[src/hdl/vbc_pkg.sv]
// ---------------------------------------------------------------------------
// vbc_pkg
// Types, limit tables and codes shared by the voltage bin classifier.
// ---------------------------------------------------------------------------
package vbc_pkg;

  // Lot code compare values, four low base-36 digits
  localparam logic [20:0] LOT_CODE_A = 21'd1674066;
  localparam logic [20:0] LOT_CODE_B = 21'd1674115;
  localparam logic [20:0] LOT_MOD    = 21'd1679616;  // 36^4

  localparam int NEW_N = 13;
  localparam int OLD_N = 12;
  localparam int MIF_N = 4;

  localparam logic [9:0] NEW_HPM [NEW_N] =
    '{10'd6, 10'd8, 10'd9, 10'd10, 10'd12, 10'd13, 10'd14, 10'd16, 10'd17,
      10'd19, 10'd20, 10'd100, 10'd999};
  localparam logic [9:0] NEW_IDS [NEW_N] =
    '{10'd7, 10'd9, 10'd10, 10'd11, 10'd13, 10'd15, 10'd17, 10'd21, 10'd25,
      10'd32, 10'd39, 10'd100, 10'd999};
  localparam logic [9:0] OLD_HPM [OLD_N] =
    '{10'd0, 10'd9, 10'd10, 10'd12, 10'd14, 10'd15, 10'd16, 10'd17, 10'd18,
      10'd19, 10'd100, 10'd999};
  localparam logic [9:0] OLD_IDS [OLD_N] =
    '{10'd0, 10'd7, 10'd9, 10'd11, 10'd14, 10'd17, 10'd20, 10'd23, 10'd27,
      10'd30, 10'd100, 10'd999};
  localparam logic [9:0] MIF_HPM [MIF_N] = '{10'd0, 10'd12, 10'd15, 10'd100};

  localparam logic [7:0] IDS_CORR = 8'd16;

  typedef enum logic [1:0] {
    BIAS_0V8    = 2'd0,
    BIAS_BYPASS = 2'd1,
    BIAS_1V3    = 2'd2,
    BIAS_KEEP   = 2'd3
  } bias_t;

  typedef struct packed {
    logic [4:0] wafer;
    logic       first;
    logic       special;
  } lot_info_t;

  typedef struct packed {
    logic       fused;
    logic [3:0] asv;
    logic [3:0] mif;
    logic       special;
    logic       first;
    logic [4:0] hpm;
    logic [7:0] ids;
    bias_t      bias_main;
    bias_t      bias_mif;
  } res_t;

endpackage

[src/hdl/voltage_bin_classifier.sv]
// ---------------------------------------------------------------------------
// voltage_bin_classifier
// Fuse-word voltage binning: supply group, memory group and body-bias modes.
// ---------------------------------------------------------------------------
// Takes one item (chip fuse word, lot fuse word) per cycle while the output
// side does not stall; each item passes the input register, then the
// classification logic into the result register, giving one result per input.
// The combinational table scan and lot decode set the rate; either register
// stage holds when the output side stalls. The user writes soc_matches through
// the cfg port while the block is idle (not enforced by the block); resets to 1.
module voltage_bin_classifier (
  input  logic        clk,
  input  logic        rst_n,
  input  logic        cfg_valid,
  output logic        cfg_ready,
  input  logic [0:0]  cfg_data,     // [0] soc_matches
  input  logic        in_tvalid,
  output logic        in_tready,
  input  logic [63:0] in_tdata,     // [31:0] chip_id_word, [63:32] lot_id_word
  output logic        out_tvalid,
  input  logic        out_tready,
  output logic [31:0] out_tdata,    // [3:0] asv_group, [7:4] mif_group,
                                    // [8] lot_special, [9] lot_first_code,
                                    // [14:10] hpm_value, [22:15] ids_value,
                                    // [24:23] bias_main_mode,
                                    // [26:25] bias_mif_mode, [31:27] zero
  output logic [0:0]  out_tuser     // [0] speed_group_fused
);

  logic               soc_r;
  logic               s1_v_r;
  logic [31:0]        s1_chip_r;
  logic [31:0]        s1_lot_r;
  logic               out_v_r;
  vbc_pkg::res_t      out_res_r;
  logic               s2_ready;
  logic               s1_ready;
  vbc_pkg::lot_info_t lot_info;
  vbc_pkg::res_t      res;

  assign cfg_ready = 1'b1;
  assign s2_ready  = !out_v_r || out_tready;
  assign s1_ready  = !s1_v_r || s2_ready;
  assign in_tready = s1_ready;

  always_ff @(posedge clk) begin
    if (!rst_n) begin
      soc_r   <= 1'b1;
      s1_v_r  <= 1'b0;
      out_v_r <= 1'b0;
    end else begin
      if (cfg_valid) soc_r <= cfg_data[0];
      if (s1_ready) s1_v_r <= in_tvalid;
      if (s2_ready) out_v_r <= s1_v_r;
    end
  end

  always_ff @(posedge clk) begin
    if (in_tvalid && s1_ready) begin
      s1_chip_r <= in_tdata[31:0];
      s1_lot_r  <= in_tdata[63:32];
    end
    if (s1_v_r && s2_ready) out_res_r <= res;
  end

  vbc_lot_decode u_lot (
    .lot_word (s1_lot_r),
    .info     (lot_info)
  );

  vbc_judge u_judge (
    .chip_word   (s1_chip_r),
    .lot         (lot_info),
    .soc_matches (soc_r),
    .res         (res)
  );

  assign out_tvalid = out_v_r;
  assign out_tuser  = out_res_r.fused;
  assign out_tdata  = {5'b0, out_res_r.bias_mif, out_res_r.bias_main, out_res_r.ids,
                       out_res_r.hpm, out_res_r.first, out_res_r.special,
                       out_res_r.mif, out_res_r.asv};

endmodule

[src/hdl/vbc_lot_decode.sv]
// ---------------------------------------------------------------------------
// vbc_lot_decode
// Bit-reverses the lot word, reduces the lot code and matches special lots.
// ---------------------------------------------------------------------------
module vbc_lot_decode (
  input  logic [31:0]        lot_word,
  output vbc_pkg::lot_info_t info
);

  logic [31:0] rev;
  logic [20:0] code;
  logic [20:0] code_red;

  always_comb begin
    for (int i = 0; i < 32; i++) begin
      rev[i] = lot_word[31 - i];
    end
  end

  // 21-bit code is below twice 36^4: one compare and subtract
  assign code     = rev[31:11];
  assign code_red = (code >= vbc_pkg::LOT_MOD) ? code - vbc_pkg::LOT_MOD : code;

  assign info.wafer   = rev[10:6];
  assign info.first   = (code_red == vbc_pkg::LOT_CODE_A);
  assign info.special = (code_red == vbc_pkg::LOT_CODE_A) ||
                        (code_red == vbc_pkg::LOT_CODE_B);

endmodule

[src/hdl/vbc_judge.sv]
// ---------------------------------------------------------------------------
// vbc_judge
// Fused-group path, IDS correction, limit table scans and bias selection.
// ---------------------------------------------------------------------------
module vbc_judge (
  input  logic [31:0]        chip_word,
  input  vbc_pkg::lot_info_t lot,
  input  logic               soc_matches,
  output vbc_pkg::res_t      res
);

  logic [3:0] orig;
  logic [3:0] modg;
  logic [4:0] hpm;
  logic [7:0] ids;
  logic       corr;
  logic       ids_wrap;   // corrected IDS wrapped below zero
  logic [7:0] ids_eff;
  logic [vbc_pkg::NEW_N-1:0] new_hit;
  logic [vbc_pkg::OLD_N-1:0] old_hit;
  logic [vbc_pkg::MIF_N-1:0] mif_hit;
  logic [3:0] new_grp;
  logic [3:0] old_grp;
  logic [3:0] mif_grp;
  logic [3:0] grp;
  logic [3:0] grp_cl;

  assign orig = chip_word[20:17];
  assign modg = {1'b0, chip_word[23:21]};
  assign hpm  = chip_word[16:12];
  assign ids  = chip_word[31:24];

  assign corr     = lot.first && (lot.wafer >= 5'd2) && (lot.wafer <= 5'd6);
  assign ids_wrap = corr && (ids < vbc_pkg::IDS_CORR);
  assign ids_eff  = corr ? ids - vbc_pkg::IDS_CORR : ids;

  always_comb begin
    for (int i = 0; i < vbc_pkg::NEW_N; i++) begin
      new_hit[i] = (!ids_wrap && ({2'b0, ids_eff} <= vbc_pkg::NEW_IDS[i])) ||
                   ({5'b0, hpm} <= vbc_pkg::NEW_HPM[i]);
    end
    for (int i = 0; i < vbc_pkg::OLD_N; i++) begin
      old_hit[i] = (!ids_wrap && ({2'b0, ids_eff} <= vbc_pkg::OLD_IDS[i])) ||
                   ({5'b0, hpm} <= vbc_pkg::OLD_HPM[i]);
    end
    for (int i = 0; i < vbc_pkg::MIF_N; i++) begin
      mif_hit[i] = ({5'b0, hpm} <= vbc_pkg::MIF_HPM[i]);
    end
  end

  // First match wins: scan from the top so the lowest hit is kept
  always_comb begin
    new_grp = '0;
    old_grp = '0;
    mif_grp = '0;
    for (int i = vbc_pkg::NEW_N - 1; i >= 0; i--) begin
      if (new_hit[i]) new_grp = 4'(i);
    end
    for (int i = vbc_pkg::OLD_N - 1; i >= 0; i--) begin
      if (old_hit[i]) old_grp = 4'(i);
    end
    for (int i = vbc_pkg::MIF_N - 1; i >= 0; i--) begin
      if (mif_hit[i]) mif_grp = 4'(i);
    end
  end

  assign grp    = !soc_matches ? 4'd0 : (lot.special ? old_grp : new_grp);
  assign grp_cl = (grp == 4'd0) ? 4'd1 : grp;

  always_comb begin
    res           = '0;
    res.bias_main = vbc_pkg::BIAS_KEEP;
    res.bias_mif  = vbc_pkg::BIAS_KEEP;
    if (chip_word[3]) begin
      res.fused = 1'b1;
      if (orig == 4'd0 || orig <= modg) begin
        res.asv = 4'd1;
      end else begin
        res.asv = orig - modg;
      end
    end else begin
      res.asv     = grp_cl;
      res.special = lot.special;
      res.first   = lot.first;
      res.hpm     = hpm;
      res.ids     = ids;
      if (soc_matches) begin
        res.mif = lot.special ? old_grp : mif_grp;
      end
      if (!lot.special) begin
        res.bias_main = (grp_cl <= 4'd1) ? vbc_pkg::BIAS_0V8 : vbc_pkg::BIAS_BYPASS;
        res.bias_mif  = vbc_pkg::BIAS_1V3;
      end else begin
        priority if (grp_cl <= 4'd2) begin
          res.bias_main = vbc_pkg::BIAS_0V8;
        end else if (grp_cl <= 4'd4) begin
          res.bias_main = vbc_pkg::BIAS_BYPASS;
        end else begin
          res.bias_main = vbc_pkg::BIAS_1V3;
        end
        res.bias_mif = res.bias_main;
      end
    end
  end

endmodule

[config.mk]
export PLATFORM = sky130hd
export DESIGN_NAME = voltage_bin_classifier
export DESIGN_NICKNAME = d
export VERILOG_FILES = /design/src/hdl/vbc_pkg.sv /design/src/hdl/voltage_bin_classifier.sv /design/src/hdl/vbc_lot_decode.sv /design/src/hdl/vbc_judge.sv
export SDC_FILE = /design/constraint.sdc
export NUM_CORES = 1
export LEC_CHECK = 0
export BUFFER_PORTS_ARGS = -buffer_cell sky130_fd_sc_hd__buf_2
export CAP_MARGIN = 20
export CORE_MARGIN = 2
export CORE_UTILIZATION = 57
export CTS_BUF_LIST = sky130_fd_sc_hd__clkbuf_16
export DETAILED_ROUTE_END_ITERATION = 8
export GPL_TIMING_DRIVEN = 0
export PLACE_DENSITY = 0.85
export SYNTH_ARGS = -nofsm -noshare
export SYNTH_HDL_FRONTEND = slang
export SYNTH_SLANG_ARGS = --single-unit
[constraint.sdc]
create_clock -name clk -period 10 [get_ports clk]
set_clock_uncertainty 0.15 [all_clocks]
set_input_delay 0.5 -clock clk [delete_from_list [all_inputs] [get_ports clk]]
set_output_delay 0.5 -clock clk [all_outputs]
set_load 0.02 [all_outputs]
Yosys cells after proc, flatten, opt, wreduce, memory -nomap -nowiden
Cells that the tools add are included.
{ "totals": {"regBits": 89, "output_inout_bits": 36} }
{ "op_classes": {"reduce_logical": 54, "eq_ne": 2, "addsub": 3, "mux": 37, "bitwise_logic": 2, "n_lt_le_gt_ge": 39} }
{ "ops": {"columns": ["cell", "n"], "rows": [
  ["4-bit 2-to-1 mux", 23],
  ["8-bit by 5-bit less-or-equal comparator with 1-bit output, second input constant", 7],
  ["8-bit by 4-bit less-or-equal comparator with 1-bit output, second input constant", 6],
  ["21-bit equality test, second input constant", 2],
  ["5-bit by 4-bit less-or-equal comparator with 1-bit output, second input constant", 7],
  ["5-bit less-or-equal comparator, second input constant", 5],
  ["1-bit logical OR", 25],
  ["1-bit logical AND", 22],
  ["21-bit >= comparator, second input constant", 1],
  ["21-bit 2-to-1 mux", 1],
  ["21-bit subtractor, second input constant", 1],
  ["8-bit by 6-bit less-or-equal comparator with 1-bit output, second input constant", 2],
  ["2-bit 2-to-1 mux", 8],
  ["5-bit by 3-bit less-or-equal comparator with 1-bit output, second input constant", 2],
  ["8-bit by 1-bit less-or-equal comparator with 1-bit output, second input constant", 1],
  ["8-bit by 3-bit less-or-equal comparator with 1-bit output, second input constant", 1],
  ["4-bit logical NOT", 2],
  ["8-bit by 5-bit less-than comparator with 1-bit output, second input constant", 1],
  ["8-bit 2-to-1 mux", 1],
  ["8-bit by 5-bit subtractor with 8-bit output, second input constant", 1],
  ["5-bit by 2-bit >= comparator with 1-bit output, second input constant", 1],
  ["5-bit by 1-bit less-or-equal comparator with 1-bit output, second input constant", 1],
  ["4-bit by 1-bit less-or-equal comparator with 1-bit output, second input constant", 1],
  ["4-bit by 2-bit less-or-equal comparator with 1-bit output, second input constant", 1],
  ["other kinds (7)", 14]
]} }

Logic depth before layout (Yosys ltp)
{ "depth": {"word_depth": 28, "depth_mapped": 14, "ltp_nobuf": 13} }

Modules after synthesis
From an unflattened synthesis, not the netlist that was laid out.
{ "unflattened": {"hier_cells": 339, "hier_area_um2": 4468.0} }
{ "modules_own_cells": {"columns": ["mod", "cells_each", "n_inst", "area_per_inst_um2", "seq_area_each_um2"], "rows": [
  ["voltage_bin_classifier", 112, 1, 2952.8, 2822.7],
  ["vbc_judge", 212, 1, 1382.6, 0.0],
  ["vbc_lot_decode", 15, 1, 132.6, 0.0]
]} }

Worst setup path after synthesis
OpenSTA, ideal clock, no wires.
{ "synth_timing": {"path_type": "register -> register", "startpoint": "register s1_lot_r[11]", "endpoint": "register out_res_r (netlist bit out_tdata[25]), data pin", "arrival_ns": 3.506, "required_ns": 9.589, "synth_period_minus_slack_ns": 3.917, "path_stages_with_launch": 13, "setup_ns": 0.261, "slack_ns": 6.083, "cell_sequence": "edfxtp_1 > inv_1 > ha_1 > or4_1 > a211o_1 > nor4_4 > o211ai_4 > mux2_4 > and3_1 > a211o_1 > a41o_1 > and2_1 > a311o_1"} }
{ "synth_between": {"elab_chain_cells": 28, "word_cells_on_any_way": 96} }
{ "synth_rtl": {"columns": ["item", "line", "text"], "rows": [
  ["from (decl)", "voltage_bin_classifier.sv:33", "logic [31:0] s1_lot_r;"],
  ["from (signal assigned)", "voltage_bin_classifier.sv:61", "s1_lot_r <= in_tdata[63:32];"],
  ["21-bit subtractor or 21-bit >= comparator (tied branches)", "vbc_lot_decode.sv:22", "assign code_red = (code >= vbc_pkg::LOT_MOD) ? code - vbc_pkg::LOT_MOD : code;"],
  ["21-bit 2-to-1 mux (*)", "vbc_lot_decode.sv:22", null],
  ["21-bit equality test", "vbc_lot_decode.sv:25, vbc_lot_decode.sv:26", null],
  ["1-bit logical AND (2 in series)", "vbc_judge.sv:33", "assign corr = lot.first && (lot.wafer >= 5'd2) && (lot.wafer <= 5'd6);"],
  ["8-bit 2-to-1 mux or 1-bit logical AND (tied branches)", "vbc_judge.sv:35, vbc_judge.sv:34", null],
  ["8-bit by 6-bit less-or-equal comparator with 1-bit output or 1-bit logical NOT (tied branches)", "vbc_judge.sv:39, vbc_judge.sv:43", null],
  ["1-bit logical AND", "vbc_judge.sv:39", "new_hit[i] = (!ids_wrap && ({2'b0, ids_eff} <= vbc_pkg::NEW_IDS[i])) ||"],
  ["1-bit logical OR", "vbc_judge.sv:39", null],
  ["[3 not listed]", null, null],
  ["4-bit 2-to-1 mux (8 in series)", "vbc_judge.sv:57", "if (new_hit[i]) new_grp = 4'(i);"],
  ["4-bit 2-to-1 mux (2 in series)", "vbc_judge.sv:67", "assign grp = !soc_matches ? 4'd0 : (lot.special ? old_grp : new_grp);"],
  ["4-bit logical NOT", "vbc_judge.sv:68", "assign grp_cl = (grp == 4'd0) ? 4'd1 : grp;"],
  ["4-bit 2-to-1 mux", "vbc_judge.sv:68", null],
  ["4-bit by 3-bit less-or-equal comparator with 1-bit output", "vbc_judge.sv:96", "end else if (grp_cl <= 4'd4) begin"],
  ["2-bit 2-to-1 mux", "vbc_judge.sv:96", null],
  ["2-bit 2-to-1 mux", "vbc_judge.sv:94", "priority if (grp_cl <= 4'd2) begin"],
  ["4-bit 2-to-1 mux (*)", "vbc_judge.sv:90", "if (!lot.special) begin"],
  ["to (signal assigned)", "voltage_bin_classifier.sv:63", "if (s1_v_r && s2_ready) out_res_r <= res;"],
  ["to (decl)", "voltage_bin_classifier.sv:35", "vbc_pkg::res_t out_res_r;"]
]} }
Mark *: on every way between the ends. The rest lies on a longest branch, timed or not.
A chain may end at the register's enable or synchronous reset.

Worst setup path after layout
Ends and elaborated chain as after synthesis.

==> results.txt <==
outcome: complete, no violations
Post-Syn Area: 4170 um2
port bufs: 82
met2 GRT Util: 39.9%
sequential-to-total area share from yosys stat: 55.5%
synth unique cells: 69
Setup WS post-layout: 5.51 ns
io pins: 106
GRT overflow: 0
Die Height: 89.5 um
core footprint: 7180 um2
fraction of layout cells with a size suffix above 1: 25.4%
CP max stage delay: 0.47 ns
maximum achievable frequency: 223 MHz
Hold Path End: s1_chip_r[3]
CP arrival: 4.43 ns
worst hold path type: input port to flip-flop
area of placed instances: 4760 um2
CP Cell Sequence: inv_1, ha_1, or4_1, a211o_1, nor4_4, o211ai_1, mux2i_2, mux2_2, a22oi_1, o21a_1, a221oi_1, a311o_1
# DRC: 0
M1 GR Usage: 29.0%
Post-Syn Instances: 369
routed vias/inst: 5.92
RSZ-0062 raised after global routing: false
worst-path fanout max: 7
clock latency at the later pin of the worst-skew pair: 0.34 ns
pwr dens: 165 nW/um2
FF-to-FF setup slack: 5.51 ns
worst slew pin tran: 0.655 ns
clk root buf: clkbuf_16
fin crit share: 44.9%
FF/Latch Area: 2310 um2
Avg WL per Cell: 15.6 um
Setup Buffers After CTS: 0
fin. max-slew vios: 0
largest net degree at the start of global routing: 32
Min-Delay Startpoint: in_tdata[3]
row count: 31
leading cell types in the layout, fill and taps excluded: 83 x buf_2, 75 x edfxtp_1, 33 x nor2_1
delay-heaviest family, CP: compound AO/OA/AOI/OAI gates
DRT iter0 DRCs: 382
CP Class: flip-flop to flip-flop
CTS tree: yes
final WL: 8920 um
worst ir drop on vdd: 0.120 mV
Nets: 545
post-layout minimum cycle time: 4.49 ns
Synth Flop Type: edfxtp_1
fillers: 538
Buf/Inv on CP: 1
CTS-repair resized insts: 0
first-pass GRT wire length: 14400 um
multi-input logic area: 1740 um2
Die W: 89.5 um
Setup Total Neg Slack: 0 ns
syn avg cell area: 11.3 um2
Detail Placement HPWL: 6440 um
leading cell type in the layout, fill and taps excluded: buf_2
Reg2Reg Depth: 12
Max Cap Viol: 0
Clock Path Buffers: 2
CTS Sinks: 78
Starting Density: 58.1%
Detail Route Antenna Nets: 0
final setup fails: 0
Post-CTS Hold Buffers: 0
ys async rst share: 0%
worst rel slew slack: 55.9%
antenna fix cells: 0
startpoint types: flip-flop
Ys Warns: 0
most used routing layer: met2
Hold Crit Depth: 1
reg2reg end: out_tdata[25]
r2r startpoint: s1_lot_r[11]
vias in the first global route: 3166
CTS buffer count: 9
hold slack final: 0.186 ns
Layout area overhead: 21.7%
CP Data Required Time: 9.94 ns
pre-CTS WS: 5.62 ns
die area: 8010 um2
final instance area: 5070 um2
global routing usage on met3: 5.63%
LEAKAGE: 1.97 nW
Via Count: 3384
Total GRT Usage: 23.7%
Reg clk slew, reported paths: 0.06 ns
Seq cells post-synth: 78
DRT Pass-1 Iters: 5
initial antenna violation count: 0
final core occ: 70.7%
Crit. End Element: flip-flop
Placer Congestion: 0.923
Crit-path slowest cell: edfxtp_1
H-tree Lvls: 3
Hold Vio Cnt, Final: 0
Post-synth EDFFs: 75
state kept, by name, summed over array words and instances (netlist names):
name        count
soc_r           1
out_tvalid      1
out_tdata      27
s1_v_r          1
s1_lot_r       26
out_tuser       1
s1_chip_r      21
cell families (layout without fill, tap and decap cells):
kind of cell    Yosys count  count (layout)  synth area share, %
compound gates           99              99                 17.2
xor+xnor                  4               4                0.840
fa+ha+maj                 7               7                 2.28
buf+inv                  31             131                 3.36
flops                    78              78                 55.5
mux                      13              13                 3.42
other cells               2               6                0.180
simple gates            135             135                 17.2
cell usage after synthesis, types with 7 or more instances:
library cell	instances	share of area, %
edfxtp_1	75	54
nor2_1	33	3.0
nand2_1	26	2.3
o21ai_0	19	2.3
nor2b_1	18	2.7
a21oi_1	16	1.9
inv_1	13	1.2
clkbuf_1	11	0.99
nand3_1	11	1.3
o21a_1	9	1.6
mux2i_1	8	1.9
and2_1	7	1.1
metal layers:
| layer | up-vias | routed length, um |
|---|---|---|
| li1 | 1602 | - |
| met1 | 1546 | 3520 |
| met2 | 203 | 4440 |
| met3 | 33 | 697 |
| met4 | 0 | 270 |
| met5 | - | 0 |
how the worst max path moves through the flow:
stage	start	to	slack [ns]	depth (start not counted)
finish	s1_lot_r[11]	out_tdata[25]	5.51	12
global placement	s1_lot_r[11]	out_tdata[25]	5.72	12
CTS	s1_lot_r[11]	out_tdata[25]	5.59	12
global route	s1_lot_r[9]	out_tdata[25]	5.19	11
detailed placement	s1_lot_r[11]	out_tdata[25]	5.62	12
floorplan	s1_lot_r[11]	out_tdata[25]	6.08	12
cell type report:
| cell class | instances | area share, % |
|---|---|---|
| Tap cell | 99 | 2.44 |
| Timing Repair Buffer | 84 | 8.78 |
| Buffer | 18 | 1.80 |
| Inverter | 13 | 0.962 |
| Clock buffer | 9 | 4.44 |
| Clock inverter | 7 | 1.80 |
| Sequential cell | 78 | 45.6 |
| Multi-Input combinational cell | 264 | 34.2 |
worst reg2reg max path, cell delays in order, from the launching register on:
cell and delay (ns):
edfxtp_1 0.47, inv_1 0.12, ha_1 0.28, or4_1 0.42, a211o_1 0.33, nor4_4 0.43, o211ai_1 0.26, mux2i_2 0.42
mux2_2 0.40, a22oi_1 0.23, o21a_1 0.27, a221oi_1 0.12, a311o_1 0.33
metrics by stage:
| stage | total power [mW] | std cells |
|---|---|---|
| 2_1_floorplan | 0.464 | 373 |
| 3_3_place_gp | 0.493 | 554 |
| 3_5_place_dp | 0.498 | 556 |
| 4_1_cts | 0.838 | 572 |
| 5_1_grt | 0.865 | 572 |
| 6_report | 0.836 | 572 |
where the power goes:
group / switching, mW / internal [mW] / total (mW)
clock: 0.124 / 0.217 / 0.342
combinational: 0.0611 / 0.0416 / 0.103
sequential: 0.0119 / 0.380 / 0.392
total: 0.197 / 0.639 / 0.836
Note: power is estimated with default switching activity, not from simulation.
